## src/hdl/uuenc_pkg.sv

```systemverilog
package uuenc_pkg;

  localparam int LINE_BYTES  = 45;
  localparam int STORE_DEPTH = 45;
  localparam int CNT_W       = $clog2(STORE_DEPTH + 1);

  localparam logic [6:0] CH_NL    = 7'd10;
  localparam logic [6:0] CH_ZERO  = 7'd96;
  localparam logic [6:0] CH_SPACE = 7'd32;

  typedef enum logic [2:0] {
    S_IDLE,
    S_LEN,
    S_FETCH,
    S_CAPT,
    S_CHAR,
    S_NL,
    S_TZ,
    S_TN
  } state_t;

  typedef enum logic [1:0] {
    CK_LEN,
    CK_DATA,
    CK_NL,
    CK_TERM
  } char_kind_t;

  typedef struct packed {
    logic             wr_en;
    logic [CNT_W-1:0] wr_addr;
    logic [7:0]       wr_data;
    logic             rd_en;
    logic [CNT_W-1:0] rd_addr;
  } mem_req_t;

  typedef struct packed {
    logic             valid;
    char_kind_t       kind;
    logic [1:0]       slot;
    logic [5:0]       len;
    logic [7:0]       b0;
    logic [7:0]       b1;
    logic [7:0]       b2;
    logic             run_last;
    logic             done;
  } emit_req_t;

  // 6-bit value to printable character, zero goes to backquote
  function automatic logic [6:0] enc6(input logic [5:0] v);
    logic [6:0] ch;
    if (v == 6'd0) begin
      ch = CH_ZERO;
    end else begin
      ch = {1'b0, v} + CH_SPACE;
    end
    return ch;
  endfunction

endpackage

```

## src/hdl/uuenc_if.sv

```systemverilog
interface uuenc_in_if;
  logic       valid;
  logic       ready;
  logic [7:0] data_byte;
  logic       byte_present;
  logic       end_of_message;

  modport source (output valid, data_byte, byte_present, end_of_message, input ready);
  modport sink (input valid, data_byte, byte_present, end_of_message, output ready);
endinterface

interface uuenc_out_if;
  logic       valid;
  logic       ready;
  logic [6:0] out_char;
  logic       run_last;
  logic       message_done;

  modport source (output valid, out_char, run_last, message_done, input ready);
  modport sink (input valid, out_char, run_last, message_done, output ready);
endinterface

```

## src/hdl/uuenc_line_mem.sv

```systemverilog
module uuenc_line_mem import uuenc_pkg::*; (
  input  logic       clk,
  input  mem_req_t   req,
  output logic [7:0] rd_data
);

  logic [7:0] mem [STORE_DEPTH];

  always_ff @(posedge clk) begin
    if (req.wr_en) begin
      mem[req.wr_addr] <= req.wr_data;
    end
  end

  always_ff @(posedge clk) begin
    if (req.rd_en) begin
      rd_data <= mem[req.rd_addr];
    end
  end

endmodule

```

## src/hdl/uuenc_char_unit.sv

```systemverilog
module uuenc_char_unit import uuenc_pkg::*; (
  input  emit_req_t  req,
  output logic [6:0] ch
);

  logic [5:0] v;

  always_comb begin
    unique case (req.slot)
      2'd0:    v = req.b0[7:2];
      2'd1:    v = {req.b0[1:0], req.b1[7:4]};
      2'd2:    v = {req.b1[3:0], req.b2[7:6]};
      2'd3:    v = req.b2[5:0];
      default: v = 6'd0;
    endcase
  end

  always_comb begin
    unique case (req.kind)
      CK_LEN:  ch = enc6(req.len);
      CK_DATA: ch = enc6(v);
      CK_NL:   ch = CH_NL;
      CK_TERM: ch = CH_ZERO;
      default: ch = CH_NL;
    endcase
  end

endmodule

```

## src/hdl/uuenc_seq.sv

```systemverilog
module uuenc_seq import uuenc_pkg::*; (
  input  logic       clk,
  input  logic       rst,
  input  logic       in_valid,
  input  logic [7:0] in_data,
  input  logic       in_present,
  input  logic       in_eom,
  output logic       in_ready,
  output mem_req_t   mem_req,
  input  logic [7:0] rd_data,
  output emit_req_t  emit,
  input  logic       emit_ok
);

  state_t           state, state_next;
  logic [CNT_W-1:0] count;
  logic [CNT_W-1:0] gidx;
  logic [1:0]       sub;
  logic [1:0]       slot;
  logic             eom_pend;
  logic [7:0]       grp [3];

  logic             accept;
  logic             wr_ok;
  logic [CNT_W-1:0] cnt_acc;
  logic [CNT_W-1:0] byte_pos;
  logic [CNT_W-1:0] gidx_step;
  logic             full_hit;

  assign in_ready  = (state == S_IDLE);
  assign accept    = in_valid && in_ready;
  assign wr_ok     = in_present && (count < CNT_W'(STORE_DEPTH));
  assign cnt_acc   = wr_ok ? count + CNT_W'(1) : count;
  assign full_hit  = in_present && (cnt_acc >= CNT_W'(LINE_BYTES));
  assign byte_pos  = gidx + CNT_W'(sub);
  assign gidx_step = gidx + CNT_W'(3);

  always_comb begin
    mem_req.wr_en   = accept && wr_ok;
    mem_req.wr_addr = count;
    mem_req.wr_data = in_data;
    mem_req.rd_en   = (state == S_FETCH);
    mem_req.rd_addr = byte_pos;
  end

  // next state
  always_comb begin
    state_next = state;
    unique case (state)
      S_IDLE: begin
        if (accept) begin
          if (full_hit) begin
            state_next = S_LEN;
          end else if (in_eom) begin
            state_next = (cnt_acc != '0) ? S_LEN : S_TZ;
          end
        end
      end
      S_LEN:   if (emit_ok) state_next = S_FETCH;
      S_FETCH: state_next = S_CAPT;
      S_CAPT:  state_next = (sub == 2'd2) ? S_CHAR : S_FETCH;
      S_CHAR: begin
        if (emit_ok && slot == 2'd3) begin
          state_next = (gidx_step < count) ? S_FETCH : S_NL;
        end
      end
      S_NL:    if (emit_ok) state_next = eom_pend ? S_TZ : S_IDLE;
      S_TZ:    if (emit_ok) state_next = S_TN;
      S_TN:    if (emit_ok) state_next = S_IDLE;
      default: state_next = S_IDLE;
    endcase
  end

  // character request
  always_comb begin
    emit.valid    = 1'b0;
    emit.kind     = CK_DATA;
    emit.slot     = slot;
    emit.len      = count;
    emit.b0       = grp[0];
    emit.b1       = grp[1];
    emit.b2       = grp[2];
    emit.run_last = 1'b0;
    emit.done     = 1'b0;
    unique case (state)
      S_LEN: begin
        emit.valid = 1'b1;
        emit.kind  = CK_LEN;
      end
      S_CHAR: begin
        emit.valid = 1'b1;
        emit.kind  = CK_DATA;
      end
      S_NL: begin
        emit.valid    = 1'b1;
        emit.kind     = CK_NL;
        emit.run_last = !eom_pend;
      end
      S_TZ: begin
        emit.valid = 1'b1;
        emit.kind  = CK_TERM;
      end
      S_TN: begin
        emit.valid    = 1'b1;
        emit.kind     = CK_NL;
        emit.run_last = 1'b1;
        emit.done     = 1'b1;
      end
      S_IDLE, S_FETCH, S_CAPT: emit.valid = 1'b0;
      default: emit.valid = 1'b0;
    endcase
  end

  always_ff @(posedge clk) begin
    if (rst) begin
      state    <= S_IDLE;
      count    <= '0;
      gidx     <= '0;
      sub      <= '0;
      slot     <= '0;
      eom_pend <= 1'b0;
    end else begin
      state <= state_next;
      if (accept) begin
        count    <= cnt_acc;
        eom_pend <= in_eom;
        gidx     <= '0;
        sub      <= '0;
        slot     <= '0;
      end
      if (state == S_CAPT) begin
        sub <= (sub == 2'd2) ? 2'd0 : sub + 2'd1;
      end
      if (state == S_CHAR && emit_ok) begin
        slot <= slot + 2'd1;
        if (slot == 2'd3) begin
          gidx <= gidx_step;
        end
      end
      if (state == S_NL && emit_ok) begin
        count <= '0;
      end
    end
  end

  // group bytes, padded with zero past the line end
  always_ff @(posedge clk) begin
    if (state == S_CAPT) begin
      grp[sub] <= (byte_pos < count) ? rd_data : 8'd0;
    end
  end

endmodule

```

## src/hdl/uuencode_line_encoder_core.sv

```systemverilog
// uuencode line encoder
// in_ch takes one word per message byte: data_byte with byte_present set,
// and end_of_message on the word that closes the message (a bare end marker
// has byte_present clear). out_ch gives one ASCII character per word.
// bytes collect in a 45-entry line store; the word that fills the line, or
// an end of message with bytes pending, starts a line: length character,
// four characters per three-byte group, newline. end of message then adds
// the terminator line, backquote and newline, with message_done on the
// newline. run_last marks the last character caused by an input word.
// a word that causes no line leaves the encoder idle. each group of a line
// reads its three bytes one at a time through the registered read port of
// the store (a fetch state, then a capture state, per byte), then the single
// character unit builds one character per cycle while the receiver does not
// stall. in_ch is not ready while a line is being sent. out_ch is fed from
// one output register; when the receiver stalls the register holds and the
// sequencer waits on it. reset (rst, synchronous) empties the line and
// returns to idle; the store contents are not cleared, and bytes read past
// the line end are replaced by zero padding.
module uuencode_line_encoder_core import uuenc_pkg::*; (
  input  logic        clk,
  input  logic        rst,
  uuenc_in_if.sink    in_ch,
  uuenc_out_if.source out_ch
);

  mem_req_t   mem_req;
  logic [7:0] rd_data;
  emit_req_t  emit;
  logic       emit_ok;
  logic [6:0] ch;

  logic       out_valid;
  logic [6:0] out_char;
  logic       run_last;
  logic       message_done;

  assign emit_ok = !out_valid || out_ch.ready;

  uuenc_seq u_seq (
    .clk        (clk),
    .rst        (rst),
    .in_valid   (in_ch.valid),
    .in_data    (in_ch.data_byte),
    .in_present (in_ch.byte_present),
    .in_eom     (in_ch.end_of_message),
    .in_ready   (in_ch.ready),
    .mem_req    (mem_req),
    .rd_data    (rd_data),
    .emit       (emit),
    .emit_ok    (emit_ok)
  );

  uuenc_line_mem u_mem (
    .clk     (clk),
    .req     (mem_req),
    .rd_data (rd_data)
  );

  uuenc_char_unit u_char (
    .req (emit),
    .ch  (ch)
  );

  always_ff @(posedge clk) begin
    if (rst) begin
      out_valid <= 1'b0;
    end else if (emit_ok) begin
      out_valid <= emit.valid;
    end
  end

  always_ff @(posedge clk) begin
    if (emit_ok && emit.valid) begin
      out_char     <= ch;
      run_last     <= emit.run_last;
      message_done <= emit.done;
    end
  end

  assign out_ch.valid        = out_valid;
  assign out_ch.out_char     = out_char;
  assign out_ch.run_last     = run_last;
  assign out_ch.message_done = message_done;

endmodule

```

## src/flat_wrapper.sv

```systemverilog
// flat-port wrapper written by rule: the top's interface ports become plain ports
module uuencode_line_encoder_core_flat import uuenc_pkg::*;
  (clk, rst, in_ch_valid, in_ch_data_byte, in_ch_byte_present, in_ch_end_of_message, in_ch_ready, out_ch_valid, out_ch_out_char, out_ch_run_last, out_ch_message_done, out_ch_ready);
  uuenc_in_if in_ch_i ();
  uuenc_out_if out_ch_i ();
  input  logic clk;
  input  logic rst;
  input wire logic [$bits(in_ch_i.valid)-1:0] in_ch_valid;
  input wire logic [$bits(in_ch_i.data_byte)-1:0] in_ch_data_byte;
  input wire logic [$bits(in_ch_i.byte_present)-1:0] in_ch_byte_present;
  input wire logic [$bits(in_ch_i.end_of_message)-1:0] in_ch_end_of_message;
  output wire logic [$bits(in_ch_i.ready)-1:0] in_ch_ready;
  output wire logic [$bits(out_ch_i.valid)-1:0] out_ch_valid;
  output wire logic [$bits(out_ch_i.out_char)-1:0] out_ch_out_char;
  output wire logic [$bits(out_ch_i.run_last)-1:0] out_ch_run_last;
  output wire logic [$bits(out_ch_i.message_done)-1:0] out_ch_message_done;
  input wire logic [$bits(out_ch_i.ready)-1:0] out_ch_ready;
  assign in_ch_i.valid = in_ch_valid;
  assign in_ch_i.data_byte = in_ch_data_byte;
  assign in_ch_i.byte_present = in_ch_byte_present;
  assign in_ch_i.end_of_message = in_ch_end_of_message;
  assign in_ch_ready = in_ch_i.ready;
  assign out_ch_valid = out_ch_i.valid;
  assign out_ch_out_char = out_ch_i.out_char;
  assign out_ch_run_last = out_ch_i.run_last;
  assign out_ch_message_done = out_ch_i.message_done;
  assign out_ch_i.ready = out_ch_ready;
  uuencode_line_encoder_core u_core (.clk(clk), .rst(rst), .in_ch(in_ch_i), .out_ch(out_ch_i));
endmodule
```

## config.mk

```make
export PLATFORM = sky130hd
export DESIGN_NAME = uuencode_line_encoder_core_flat
export DESIGN_NICKNAME = d
export VERILOG_FILES = /design/src/hdl/uuenc_pkg.sv /design/src/hdl/uuenc_if.sv /design/src/hdl/uuenc_line_mem.sv /design/src/hdl/uuenc_char_unit.sv /design/src/hdl/uuenc_seq.sv /design/src/hdl/uuencode_line_encoder_core.sv /design/src/flat_wrapper.sv
export SDC_FILE = /design/constraint.sdc
export NUM_CORES = 1
export LEC_CHECK = 0
export BUFFER_PORTS_ARGS = -buffer_cell sky130_fd_sc_hd__clkbuf_2
export CAP_MARGIN = 20
export CORE_AREA = 2 2 227 229
export CTS_CLUSTER_DIAMETER = 100
export DETAILED_ROUTE_END_ITERATION = 16
export DIE_AREA = 0 0 229 231
export GPL_TIMING_DRIVEN = 0
export PLACE_DENSITY = 0.59
export SYNTH_ARGS = -nofsm -noshare
export SYNTH_HDL_FRONTEND = slang
export SYNTH_SLANG_ARGS = --single-unit
```

## constraint.sdc

```tcl
create_clock -name clk -period 6.5 [get_ports clk]
set_input_delay 0.65 -clock clk [delete_from_list [all_inputs] [get_ports clk]]
set_output_delay 0.65 -clock clk [all_outputs]
set_load 0.03 [all_outputs]
```

==> key figures, run 1 <==
Logic synthesis
  – Async S/R FF share, synth: 0
  – Avg Inst Size Synth: 18.5 sq um
  – Yosys Warn Count: 0
  – Post-synth EDFFs: 401
  – Seq/Total Area, Yosys: 0.716
  – Prevailing post-synth register cell: edfxtp_1
  – Cell variety after synth: 66
  – Post-Syn Area: 17400 sq um
  – Register bit total from synthesis: 422
  – Synth Instances: 943
  – Syn nets: 977

Floorplan
  – Die area: 52900 sq um
  – Top-Level Pins: 25
  – Area of the core: 50700 sq um
  – Chip width: 229 um
  – Core Rows: 83
  – Initial Util: 0.343
  – Die H: 231 um

Detailed routing
  – DR vias/cell: 5.14
  – DR vias: 8889
  – Initial drt markers: 879
  – First-pass iteration count of the detailed router: 7
  – DR WL/cell: 22.2 um
  – DRC viols: 0
  – WL final: 38.4 mm
  – Final ANT Viol Nets: 0

Clock network
  – Num Clock Sinks: 422
  – Post-CTS Setup Inserts: 0
  – Root Driver: clkbuf_16
  – Hold_buf cts: 0
  – CTS tree: yes
  – Clock buffer depth: 3
  – H-tree Lvls: 2
  – Latest clock arrival within the worst-skew pair: 590 ps
  – Worst-path clk slew: 70 ps
  – Total CTS buffers: 44
  – PostCTS Resize Cnt: 0

Final layout
  – Fillers: 4665
  – Post-Layout Inst Area: 19800 sq um
  – Ratio of cells with drive above 1 in the final layout: 0.226
  – Most common cell after layout, fill and taps aside: edfxtp_1
  – Area occupied by multi-input gates: 4620 sq um
  – Reg area: 12500 sq um
  – Area growth syn-to-layout: 13.7%
  – Commonest non-fill, non-tap cells in the layout: 401 x edfxtp_1, 104 x mux4_2, 78 x nor2_1
  – Layout Nets: 1050
  – ANT cells: 0

Timing
  – Final hold violation count: 0
  – Relative slew slack: 0.299
  – RSZ-0062 raised after global routing: no
  – # setup viols final: 0
  – Post-Route Skew: 27.5 ps
  – Max-slew violations: 0
  – FMAX: 265 MHz
  – Final worst path period share: 0.581
  – Post-layout minimum cycle time: 3780 ps
  – Actual slew at the worst max-slew pin: 1050 ps
  – Post-Route Setup TNS: 0 ps

Worst setup path
  – Worst Setup SP: u_core.u_seq.count[1]$_SDFFE_PP0P_
  – CP required: 6690 ps
  – Crit path DAT: 3970 ps
  – Reg-to-Reg Start: u_core.u_seq.count[1]$_SDFFE_PP0P_
  – Max FO, Critical Path: 9
  – Worst Setup End Kind: flip-flop
  – WS Path Type: reg -> reg
  – Startpoint Class: flip-flop
  – Cells on worst reg2reg path: 9
  – Reg2reg setup slack: 2720 ps

Placement
  – Total placed instance area: 18400 sq um
  – GPL Wtd Cong: 0.792
  – Port Buffers: 23
  – HPWL Detailed: 24.3 mm

Power
  – Maximum vdd drop: 0.000184 V
  – Pwr dens: 320 nW/um^2
  – Tot Pwr: 6.33 mW
  – Leakage: 6.10 nW

GRT
  – GR Util met1: 0.207
  – Grt met3 use: 0.0250
  – Met2 Use GR: 0.233
  – GRT Residual Overflow: 0
  – GRT Util Overall: 0.146
  – Global-route wire length before repair: 57.0 mm
  – Initial antenna violation count: 0
  – Top Usage Layer GRT: met2
  – Largest net degree at the start of global routing: 46
  – Number of global-route vias before repair: 8762

Status
  – Status: completed

Job
  – Max-cap check violation count: 0

Worst hold path
  – Hold Crit Depth: 3
  – Worst Hold Launch: in_ch_end_of_message
  – HP Class: in -> reg
[area by class of cell]
class,count,area share
Tap cell,680,0.0430
Buffer,45,0.0130
Inverter,18,0.00342
Sequential cell,422,0.630
Clock buffer,55,0.0588
Multi-Input combinational cell,458,0.234
Timing Repair Buffer,27,0.00740
Clock inverter,25,0.0106
[synthesized netlist by cell type, types with 3 or more instances]
cell / count / share of area
a21o_1: 7 / 0.0030
nor2_1: 78 / 0.017
nand2b_1: 12 / 0.0043
xnor2_1: 6 / 0.0030
buf_6: 5 / 0.0032
o22ai_1: 3 / 0.0011
dfxtp_1: 21 / 0.024
nor3_1: 9 / 0.0026
edfxtp_1: 401 / 0.69
nand2_1: 40 / 0.0086
xor2_1: 4 / 0.0020
buf_4: 7 / 0.0030
o21a_1: 3 / 0.0013
inv_1: 14 / 0.0030
o21ai_0: 10 / 0.0029
mux2i_1: 34 / 0.020
and2_1: 3 / 0.0011
a21oi_1: 31 / 0.0089
nand3_1: 16 / 0.0046
mux2_2: 3 / 0.0019
a31oi_1: 8 / 0.0029
ha_1: 19 / 0.014
clkbuf_1: 12 / 0.0026
mux4_2: 104 / 0.13
o21ai_1: 8 / 0.0023
buf_2: 19 / 0.0055
a22oi_1: 9 / 0.0039
nand3b_1: 3 / 0.0013
[sequential cells by signal, summed over array words and instances (netlist names)]
register / cells
u_core.u_mem.mem: 360
u_core.u_seq.grp: 24
u_core.u_mem.rd_data: 8
u_core.out_ch.out_char: 7
u_core.u_seq.count: 6
u_core.u_seq.gidx: 6
u_core.u_seq.state: 3
u_core.u_seq.slot: 2
u_core.u_seq.sub: 2
u_core.out_ch.message_done: 1
u_core.out_ch.run_last: 1
u_core.out_ch.valid: 1
u_core.u_seq.eom_pend: 1
[where the power goes]
part / switching (mW) / internal, mW / leakage, nW
Clock: 1.05 / 1.36 / 0.652
Combinational: 0.519 / 0.275 / 1.66
Sequential: 0.0335 / 3.10 / 3.78
Total: 1.60 / 4.73 / 6.10
[cell families after synthesis]
logic type | Yosys count | synth area share
multiplexers | 141 | 0.156
AO/OA/AOI/OAI | 108 | 0.0411
buffers and inverters | 63 | 0.0186
flip-flops | 422 | 0.716
AND/OR/NAND/NOR | 177 | 0.0465
adder cells (fa/ha/maj) | 20 | 0.0148
XOR/XNOR | 12 | 0.00690
[critical path, cell delays in order (launching register included)]
cell and delay [ps]:
dfxtp_1 310, clkbuf_1 240, inv_1 220, ha_1 250
nand4b_1 170, and2_1 200, nand3_1 220, nor2_1 250
nand3_1 610, nor2_1 910
[metrics by stage]
step                      setup WS (ps)  utilization  cells  hold WS, ps
after floorplan                    3570            -    943          449
after global placement             2750        0.363   1646          488
after detailed placement           2720        0.363   1650          475
after CTS                          2720        0.390   1730          317
after global routing               2560        0.390   1730          350
final                              2720        0.390   1730          346
[worst paths after layout]
check                                       endpoint
setup reg to reg   u_core.u_mem.mem[35][5]$_DFFE_PP_
hold reg to reg   u_core.u_seq.eom_pend$_SDFFE_PP0P_
setup / recovery   u_core.u_mem.mem[35][5]$_DFFE_PP_
hold / removal    u_core.u_seq.eom_pend$_SDFFE_PP0P_
[per-layer routing]
metal / up-vias / wire length [um]
li1: 3973 / -
met4: 0 / 777
met1: 4594 / 17400
met2: 270 / 18000
met3: 52 / 2240
met5: - / 0
Power figures use the tool's default switching activity.
==> inputs of run 2 (changes only) <==
clock period = 3.65 ns   (was 6.5 ns; I/O delays follow)
==> run 2 against run 1 <==
Count of clock-buffer cells in the layout is the same. Largest cell class unchanged. Non-clock buffer count is the same. Critical path type unchanged. Largest power group unchanged. Final area grew 0.27%. Core utilization grew 0.10 points. Critical path depth is the same. Worst hold slack lost 290 ps. Critical endpoint unchanged.
==> key figures, run 2 (synthesis results as in run 1) <==
Timing
  – Actual slew at the worst max-slew pin: 1050 ps
  – Post-Route Skew: 27.8 ps
  – Final hold violation count: 0
  – Final worst path period share: 0.976
  – RSZ-0062 raised after global routing: yes
  – Max-slew violations: 0
  – Relative slew slack: 0.298
  – # setup viols final: 0
  – Post-layout minimum cycle time: 3560 ps
  – FMAX: 281 MHz

Placement
  – Placed cell count: 1650
  – GPL Wtd Cong: 0.792
  – Total placed instance area: 18400 sq um
  – Port Buffers: 23
  – HPWL Detailed: 24.3 mm

Clock network
  – Root Driver: clkbuf_16
  – Latest clock arrival within the worst-skew pair: 590 ps
  – Num Clock Sinks: 422
  – Clock buffer depth: 3
  – Worst-path clk slew: 70 ps
  – CTS tree: yes
  – H-tree Lvls: 2
  – Total CTS buffers: 44

Floorplan
  – Chip width: 229 um
  – Core Rows: 83
  – Die H: 231 um
  – Initial Util: 0.343
  – Top-Level Pins: 25
  – Die area: 52900 sq um
  – Area of the core: 50700 sq um

Worst setup path
  – Critical Path, Cell by Cell: clkbuf_1 > inv_1 > ha_1 > nand4b_1 > and2_1 > nand3_1 > nor2_1 > nand3_1 > nor2_2
  – Reg-to-Reg Start: u_core.u_seq.count[1]$_SDFFE_PP0P_
  – CP required: 3850 ps
  – Worst Setup SP: u_core.u_seq.count[1]$_SDFFE_PP0P_
  – Capture point of the worst reg-to-reg path: u_core.u_mem.mem[35][5]$_DFFE_PP_
  – Crit path DAT: 3760 ps
  – Buf+Inv Stages, Crit Path: 2
  – Critical path depth in cells: 9
  – Max FO, Critical Path: 9
  – CP max stage cell: nor2_2
  – Cells on worst reg2reg path: 9
  – CP top delay family: simple AND/OR/NAND/NOR gates
  – WS Path Type: reg -> reg
  – Critical Path Most Common Cell: nand3_1
  – Delay of the slowest cell on the worst path: 690 ps
  – Startpoint Class: flip-flop
  – Reg2reg setup slack: 90 ps
  – Worst Setup End Kind: flip-flop

GRT
  – Largest net degree at the start of global routing: 46
  – Initial antenna violation count: 0
  – Number of global-route vias before repair: 8762
  – GRT Residual Overflow: 0
  – GRT Util Overall: 0.146
  – Global-route wire length before repair: 57.0 mm

Final layout
  – Most common cell after layout, fill and taps aside: edfxtp_1
  – Post-Layout Inst Area: 19800 sq um
  – Area growth syn-to-layout: 14.0%
  – Ratio of cells with drive above 1 in the final layout: 0.247
  – Max FFs per register: 360
  – Fillers: 4657
  – Layout Nets: 1050
  – Most flops, register: u_core.u_mem.mem
  – Post-Layout Cell Count: 1730
  – Commonest non-fill, non-tap cells in the layout: 401 x edfxtp_1, 104 x mux4_2, 58 x nor2_1
  – ANT cells: 0
  – Biggest regs: u_core.u_mem.mem x360, u_core.u_seq.grp x24, u_core.u_mem.rd_data x8
  – Area occupied by multi-input gates: 4670 sq um
  – Reg area: 12500 sq um

Power
  – Clock share of power: 0.380
  – Internal Power: 8.42 mW
  – Switching power: 2.85 mW
  – Sw Ratio: 0.253
  – Pwr dens: 568 nW/um^2
  – Register share of total power: 0.494
  – Maximum vdd drop: 0.000327 V
  – Leakage: 6.10 nW
  – Logic pwr share: 0.125

Detailed routing
  – Initial drt markers: 948
  – First-pass iteration count of the detailed router: 5
  – DR vias/cell: 5.13
  – DR WL/cell: 22.2 um
  – DR vias: 8868
  – Final ANT Viol Nets: 0
  – WL final: 38.4 mm
  – DRC viols: 0

Status
  – Status: completed

Job
  – Max-cap check violation count: 0

Worst hold path
  – Hold Path End: u_core.u_seq.eom_pend$_SDFFE_PP0P_
  – HP Class: in -> reg
  – Hold Crit Depth: 3
  – Worst Hold Launch: in_ch_end_of_message
[run 2: per-layer routing]
| metal | track usage | part of all wire | up-vias |
|---|---|---|---|
| li1 | - | - | 3978 |
| met1 | 0.207 | 0.45 | 4611 |
| met2 | 0.233 | 0.47 | 227 |
| met3 | 0.0250 | 0.055 | 52 |
| met4 | 0.0428 | 0.020 | 0 |
| met5 | 0 | 0 | - |
[run 2: through the flow]
| step | total power [mW] | util | TNS, ps | setup WS [ps] | hold slack (ps) |
|---|---|---|---|---|---|
| floorplan | 6.63 | - | 0 | 725 | 434 |
| global placement | 7.06 | 0.363 | -431 | -105 | 488 |
| detailed placement | 7.08 | 0.363 | -682 | -131 | 475 |
| CTS | 11.4 | 0.390 | 0 | 9.52 | 32.3 |
| global route | 11.7 | 0.391 | -4010 | -131 | 64.7 |
| finish | 11.3 | 0.391 | 0 | 87.8 | 60.7 |
[run 2: worst max path at each step]
stage                                        endpoint  slack, ps
global route        u_core.u_mem.mem[35][5]$_DFFE_PP_       -130
global placement    u_core.u_mem.rd_data[2]$_DFFE_PP_       -100
detailed placement  u_core.u_mem.rd_data[2]$_DFFE_PP_       -130
floorplan           u_core.u_mem.rd_data[0]$_DFFE_PP_        720
CTS                 u_core.u_mem.mem[27][1]$_DFFE_PP_         10
finish              u_core.u_mem.mem[35][5]$_DFFE_PP_         90
[run 2: worst register-to-register path: stages, from the launching register on]
cell and delay (ps):
dfxtp_1 310, clkbuf_1 240, inv_1 220, ha_1 250
nand4b_1 170, and2_1 200, nand3_1 220, nor2_1 250
nand3_1 630, nor2_2 700
[run 2: final cells by class]
cell class / count / share of cell area
Sequential cell: 422 / 0.628
Multi-Input combinational cell: 458 / 0.236
Clock buffer: 55 / 0.0587
Tap cell: 680 / 0.0429
Buffer: 45 / 0.0131
Clock inverter: 25 / 0.0106
Timing Repair Buffer: 27 / 0.00738
Inverter: 18 / 0.00341
[run 2: repair_timing]
item                                    CTS  global route
cloned                                    0             0
endpoints found under the setup margin   12           142
buffers inserted                          0             0
hold buffers                              0             0
endpoints found under the hold margin     0             0
resized for setup                         3            20
[run 2: power groups by stage]
stage	sequential [mW]	combinational, mW	clock [mW]
after floorplan	5.77	0.866	0
after global placement	5.68	1.39	0
after detailed placement	5.68	1.41	0
after CTS	5.57	1.41	4.37
after global routing	5.58	1.54	4.55
final	5.57	1.41	4.29
